===== src/hdl/csm_pkg.sv =====
package csm_pkg;

  // Fixed-point format of all coordinates
  localparam int unsigned FracBits = 14;
  localparam int unsigned FieldW   = 16;
  localparam int unsigned MagW     = FracBits + 1;        // magnitude 0..ONE
  localparam int unsigned ProdW    = 2 * MagW;
  localparam int unsigned RadW     = 2 * MagW;            // radicand r << FracBits
  localparam int unsigned RemW     = MagW + 2;
  localparam int unsigned SqSteps  = RadW / 2;            // one result bit per stage
  localparam int unsigned Lanes    = 3;

  localparam logic [MagW-1:0]   One       = MagW'(1) << FracBits;
  localparam logic [ProdW-1:0]  HalfLsb   = ProdW'(1) << (FracBits - 1);
  localparam logic [30:0]       ThirdMul  = 31'h5555_5556;

  // Valid chain: square, product, third, radicand, sqrt steps, multiply, output
  localparam int unsigned PreStages = 4;
  localparam int unsigned NumStages = PreStages + SqSteps + 2;

endpackage


===== src/hdl/csm_isqrt.sv =====
module csm_isqrt (
  input  logic                          clk_i,
  input  logic                          en_i,
  input  logic [csm_pkg::RadW-1:0]      rad_i,
  output logic [csm_pkg::MagW-1:0]      root_o
);

  logic [csm_pkg::RadW-1:0] v_q    [csm_pkg::SqSteps];
  logic [csm_pkg::RemW-1:0] rem_q  [csm_pkg::SqSteps];
  logic [csm_pkg::MagW-1:0] root_q [csm_pkg::SqSteps];

  for (genvar k = 0; k < csm_pkg::SqSteps; k++) begin : g_step
    logic [csm_pkg::RadW-1:0] v_p;
    logic [csm_pkg::RemW-1:0] rem_p;
    logic [csm_pkg::MagW-1:0] root_p;
    logic [csm_pkg::RemW-1:0] rem_sh, trial, rem_d;
    logic                     ge;

    if (k == 0) begin : g_first
      assign v_p    = rad_i;
      assign rem_p  = '0;
      assign root_p = '0;
    end else begin : g_next
      assign v_p    = v_q[k-1];
      assign rem_p  = rem_q[k-1];
      assign root_p = root_q[k-1];
    end

    // digit recurrence: bring down two radicand bits, try (root << 2) | 1
    assign rem_sh = {rem_p[csm_pkg::RemW-3:0], v_p[csm_pkg::RadW-1 -: 2]};
    assign trial  = {root_p, 2'b01};
    assign ge     = rem_sh >= trial;
    assign rem_d  = ge ? rem_sh - trial : rem_sh;

    always_ff @(posedge clk_i) begin
      if (en_i) begin
        v_q[k]    <= {v_p[csm_pkg::RadW-3:0], 2'b00};
        rem_q[k]  <= rem_d;
        root_q[k] <= {root_p[csm_pkg::MagW-2:0], ge};
      end
    end
  end

  assign root_o = root_q[csm_pkg::SqSteps-1];

endmodule


===== config.mk =====
export PLATFORM = sky130hd
export DESIGN_NAME = csm_isqrt
export DESIGN_NICKNAME = d
export VERILOG_FILES = /design/src/hdl/csm_pkg.sv /design/src/hdl/csm_isqrt.sv
export SDC_FILE = /design/constraint.sdc
export NUM_CORES = 1
export LEC_CHECK = 0
export BUFFER_PORTS_ARGS = -buffer_cell sky130_fd_sc_hd__buf_2
export CORE_MARGIN = 2
export CORE_UTILIZATION = 48
export DETAILED_ROUTE_END_ITERATION = 12
export GPL_TIMING_DRIVEN = 1
export HOLD_SLACK_MARGIN = 0.02
export PLACE_DENSITY_LB_ADDON = 0.12
export SLEW_MARGIN = 10
export SYNTH_ARGS = -nofsm -noshare
export SYNTH_HDL_FRONTEND = slang
export SYNTH_SLANG_ARGS = --single-unit

===== constraint.sdc =====
create_clock -name clk_i -period 2.5 [get_ports clk_i]
set_input_delay 0.5 -clock clk_i [delete_from_list [all_inputs] [get_ports clk_i]]
set_output_delay 0.5 -clock clk_i [all_outputs]
set_load 0.02 [all_outputs]

After elaboration in Yosys (flattened, before gate mapping)

Memory sizes are Yosys's and may differ from the RTL's.
Cells that the tools add are included.

Register bits after elaboration: 0
RAM bits: 900
Input port bits: 32
Memories: 3

Memories:

| name   | depth | width | rd ports | clocked after Yosys merged registers in | write ports | RTL line        | source |
|---|---|---|---|---|---|---|---|
| v_q    | 15    | 28    | 14       | 0                                       | 15          | csm_isqrt.sv:8  | `logic [csm_pkg::RadW-1:0] v_q [csm_pkg::SqSteps];` |
| rem_q  | 15    | 17    | 14       | 0                                       | 15          | csm_isqrt.sv:9  | `logic [csm_pkg::RemW-1:0] rem_q [csm_pkg::SqSteps];` |
| root_q | 15    | 15    | 15       | 0                                       | 15          | csm_isqrt.sv:10 | `logic [csm_pkg::MagW-1:0] root_q [csm_pkg::SqSteps];` |

Add/subtract/negate cells: 15
Order comparisons: 15
Mux-type cells: 17

Operator list:

| operator                                                          | count |
|---|---|
| 2-to-1 mux 17 bit                                                 | 15 |
| greater-or-equal comparator 17 bit                                | 14 |
| subtractor 17 bit                                                 | 14 |
| subtractor 2 x 1 -> 3 bit, second input constant                  | 1 |
| greater-or-equal comparator 2 x 1 -> 1 bit, second input constant | 1 |
| 2-to-1 mux 1 bit                                                  | 2 |

Depth between registers and ports, before layout

An unclocked memory read counts as a cell.

Word-level depth: 3
Gate-level depth with buffers: 10
Depth with buffers taken out: 8

Least setup slack after synthesis

OpenSTA, ideal clock, no wires.

Kind: register -> register
Start: mem rem_q[1][59] in the netlist's numbering
End: mem rem_q[1][75] in the netlist's numbering, data pin
Arrival time: 2.293 ns
Required time: 2.240 ns
Path slack: -0.052 ns
Cell stages (with the launch flop): 10
Path buffers: 3
Cell sequence: edfxtp_1 -> ha_1 -> clkbuf_1 -> and3_1 -> clkbuf_1 -> a31oi_1 -> o21ai_1 -> a41oi_2 -> buf_4 -> mux2_2

RTL lines:

| what        | RTL line |
|---|---|
| from (decl) | csm_isqrt.sv:9 |

==> impl_results.html <==
<table>
<tr><th>Metric</th><th>Value</th></tr>
<tr><th colspan="2">Route</th></tr>
<tr><td>Total routed wirelength</td><td>43,000 um</td></tr>
<tr><td>Number of DRC markers in iteration 0</td><td>916</td></tr>
<tr><td>Wire length per cell</td><td>15.6 um</td></tr>
<tr><td>Via-per-instance ratio</td><td>5.19</td></tr>
<tr><td>Routed Antenna Nets</td><td>0</td></tr>
<tr><td>Number of remaining DRC errors</td><td>0</td></tr>
<tr><td>Number of vias after detailed routing</td><td>14.3k</td></tr>
<tr><td>Pre-antenna DRT Iters</td><td>7</td></tr>
<tr><th colspan="2">Final layout</th></tr>
<tr><td>Commonest non-fill, non-tap cell in the layout</td><td>sky130_fd_sc_hd__edfxtp_1</td></tr>
<tr><td>Antenna diode count</td><td>0</td></tr>
<tr><td>Final Net Count</td><td>2,203</td></tr>
<tr><td>Post-Layout Cell Count</td><td>2,749</td></tr>
<tr><td>Fraction of final layout cells with drive strength greater than 1</td><td>18.6%</td></tr>
<tr><td>Post-layout util</td><td>57.8%</td></tr>
<tr><td>Top library cells by usage in the layout, fill and taps aside</td><td>sky130_fd_sc_hd__edfxtp_1, sky130_fd_sc_hd__inv_1, sky130_fd_sc_hd__buf_4</td></tr>
<tr><td>Area Growth Syn to Fin</td><td>19.1%</td></tr>
<tr><td>Design Area, Final</td><td>29,000 um^2</td></tr>
<tr><th colspan="2">Yosys</th></tr>
<tr><td>Warnings, synthesis</td><td>0</td></tr>
<tr><td>Prevailing post-synth register cell</td><td>sky130_fd_sc_hd__edfxtp_1</td></tr>
<tr><td>Synth Area per Inst</td><td>13.6 um^2</td></tr>
<tr><td>Post-synthesis sequential area ratio</td><td>64.8%</td></tr>
<tr><td>Mapped Nets</td><td>1,955</td></tr>
<tr><td>Area of the mapped netlist</td><td>24,300 um^2</td></tr>
<tr><td>Post-synth EDFFs</td><td>525</td></tr>
<tr><td>Synthesis-stage register bit count</td><td>525</td></tr>
<tr><td>Number of distinct library cell variants in the gate-level netlist after synthesis</td><td>84</td></tr>
<tr><td>Synthesized instance count</td><td>1,789</td></tr>
<tr><td>Async set-or-reset flop fraction in the synthesized netlist</td><td>0%</td></tr>
<tr><th colspan="2">Floorplanning</th></tr>
<tr><td>Die boundary width</td><td>229 um</td></tr>
<tr><td>Effective utilization at floorplan</td><td>48.6%</td></tr>
<tr><td>Ports placed on the boundary</td><td>47</td></tr>
<tr><td>Placement row count</td><td>82</td></tr>
<tr><td>Height of the die</td><td>229 um</td></tr>
<tr><td>Total Die Area</td><td>52,500 um^2</td></tr>
<tr><td>Standard cell core area</td><td>50,100 um^2</td></tr>
<tr><th colspan="2">CTS</th></tr>
<tr><td>Root Buffer</td><td>sky130_fd_sc_hd__clkbuf_16</td></tr>
<tr><td>Total CTS buffers</td><td>56</td></tr>
<tr><td>Insertion delay of the later-clocked pin in the worst-skew pair</td><td>610 ps</td></tr>
<tr><td>Clock slew seen by the registers of the worst setup and hold paths</td><td>60 ps</td></tr>
<tr><td>TritonCTS sink count</td><td>525</td></tr>
<tr><td>Clock H-tree levels</td><td>2</td></tr>
<tr><td>CTS tree</td><td>yes</td></tr>
<tr><td>Maximum number of buffers from clock root to sink</td><td>3</td></tr>
<tr><th colspan="2">Worst setup path</th></tr>
<tr><td>Highest net fanout along the worst path</td><td>8</td></tr>
<tr><td>Worst path cell trace</td><td>ha_4, or3_4, o22ai_4, o221a_4, o41ai_4, a31oi_4, buf_12, mux2_2</td></tr>
<tr><td>Endpoint required time on the critical path</td><td>2870 ps</td></tr>
<tr><td>Critical Path End Type</td><td>flop</td></tr>
<tr><td>Startpoint-to-endpoint class of the critical path</td><td>reg -&gt; reg</td></tr>
<tr><td>Worst-path cell with the longest stage delay</td><td>sky130_fd_sc_hd__edfxtp_1</td></tr>
<tr><td>Startpoint types</td><td>flop</td></tr>
<tr><td>Endpoint arrival time on the critical path</td><td>2830 ps</td></tr>
<tr><td>Highest cell delay on the worst timing path</td><td>440 ps</td></tr>
<tr><th colspan="2">Global routing</th></tr>
<tr><td>Total overflow reported by the global router</td><td>0</td></tr>
<tr><td>Global-route wire length before repair</td><td>70,400 um</td></tr>
<tr><td>Number of global-route vias before repair</td><td>14.0k</td></tr>
<tr><td>Maximum number of pins on one net before global-route repair</td><td>93</td></tr>
<tr><td>Global-route usage over all layers</td><td>16.4%</td></tr>
<tr><td>Number of antenna violations at the first check in global routing</td><td>0</td></tr>
<tr><th colspan="2">Timing</th></tr>
<tr><td>Final max-slew violation count</td><td>0</td></tr>
<tr><td>Rel. slew slack</td><td>63.5%</td></tr>
<tr><td>Tmin final</td><td>2460 ps</td></tr>
<tr><td>Hold Fails Final Rpt</td><td>0</td></tr>
<tr><td>Worst-case clock skew</td><td>33.9 ps</td></tr>
<tr><td>Worst Tran Pin Value</td><td>542 ps</td></tr>
<tr><td>Hold slack</td><td>70.8 ps</td></tr>
<tr><td>Setup repair after global routing missed its margin</td><td>true</td></tr>
<tr><td>Highest clock frequency the design can meet</td><td>406 MHz</td></tr>
<tr><td>Part of the cycle the worst path needs</td><td>98.6%</td></tr>
<tr><td>Setup violation total in the final timing report</td><td>0</td></tr>
<tr><th colspan="2">Place</th></tr>
<tr><td>Detailed placement HPWL</td><td>30,200 um</td></tr>
<tr><td>DP Area</td><td>26,300 um^2</td></tr>
<tr><td>Routability-driven placement congestion ratio</td><td>0.912</td></tr>
<tr><td>Total placed cells including tap cells</td><td>2,605</td></tr>
<tr><td>Number of buffers added on ports</td><td>46</td></tr>
<tr><th colspan="2">Power and ir drop</th></tr>
<tr><td>Total power divided by cell area</td><td>826 nW/um^2</td></tr>
<tr><td>Worst vdd rail ir drop</td><td>0.555 mV</td></tr>
<tr><td>Leak pwr</td><td>0.0112 uW</td></tr>
<tr><td>Design Power</td><td>23,900 uW</td></tr>
<tr><th colspan="2">Status</th></tr>
<tr><td>Result of the run</td><td>complete, no violations</td></tr>
<tr><th colspan="2">Min path</th></tr>
<tr><td>Class of the worst hold path</td><td>in -&gt; reg</td></tr>
<tr><th colspan="2">Flow run</th></tr>
<tr><td>Max-Cap Viols</td><td>0</td></tr>
</table>
## Yosys cell counts, drive strengths merged, types with 6 or more instances
cell type  number  area (um^2)
or3            22          148
xnor2          81          709
a21o           27          203
nand3          26          130
edfxtp        525        15800
buf            15          111
nor2b          22          138
o31ai           6         45.0
nand2          73          274
mux2           32          387
o211ai         10         80.1
o31a            9         78.8
xor2           52          455
nand4          28          175
nor3           45          230
a21oi          95          479
and2            9         56.3
a31oi           9         71.3
ha            134         1680
nand4b          6         52.6
o21ai          92          460
inv           169          634
nand2b         23          144
clkbuf          9         33.8
nor4           18          113
or4             6         48.8
nor2          121          454
mux2i           9         90.1
o21a           35          263
## report_power, final
group | switching (uW) | internal (uW) | total, uW
sequential | 511 | 10900 | 11400
clock | 3310 | 4630 | 7940
combinational | 2280 | 2260 | 4540
## final timing paths
| kind | from | to | slack (ps) | cells past startpoint |
|---|---|---|---|---|
| max reg2reg | rem_q[1][70] | rem_q[1][90] | 40 | 8 |
| min | rad_i[21] | v_q[0][21] | 70 | 1 |
| min reg2reg | v_q[0][78] | v_q[0][108] | 410 | 0 |
| max | rem_q[1][70] | rem_q[1][90] | 40 | 8 |
## worst max-delay path, delay by kind of cell, from the launching register on
kind	cells	cell delay [ps]
buffers and inverters	1	170
adder cells (fa/ha/maj)	1	190
multiplexers	1	330
AND/OR/NAND/NOR	1	390
flip-flops	1	440
AO/OA/AOI/OAI	4	700
## metal layers
| metal | vias to the layer above | share of wire (%) | global-route usage, % |
|---|---|---|---|
| li1 | 7149 | - | - |
| met1 | 6769 | 47 | 23.0 |
| met2 | 272 | 46 | 26.4 |
| met3 | 69 | 4.5 | 2.69 |
| met4 | 0 | 2.2 | 5.15 |
| met5 | - | 0 | 0 |
## sequential cells by signal, summed over array words and instances (netlist names)
register  flops
v_q         210
root_q      120
rem_q       195
## layout make-up
cell class	instances	area, um^2
fill	4118	21100
sequential	525	15800
multi-input combinational	1071	8230
timing repair buffer	214	1710
clock buffer	69	1450
tap	672	841
inverter	169	634
clock inverter	29	320
## per-stage QoR
stage               setup TNS, ps  worst slack (ps)
floorplan                       0             0.935
global placement            -1400              -141
detailed placement          -2460              -176
CTS                          -221             -40.0
global route                 -538             -45.8
finish                          0              35.8
## kinds of logic after synthesis
kind of cell	after synthesis	share of synthesized area [%]
buffers and inverters	193	3.21
DFF	525	64.8
xor gates and xnor gates	133	4.79
adders and majority gates	134	6.90
AOI/OAI and AO/OA	333	9.08
and+or+nand+nor	429	9.22
other	1	0.0154
muxes	41	1.96
## what timing repair did
| item | CTS | global route |
|---|---|---|
| hold buffers | 22 | 0 |
| endpoints found under the setup margin | 50 | 86 |
| gates cloned | 0 | 0 |
| setup buffers | 9 | 15 |
| hold endpoints to repair | 22 | 0 |
| gates resized for setup | 25 | 73 |
| pin swaps | 13 | 26 |
No activity file was read; power rests on OpenSTA's default activity.
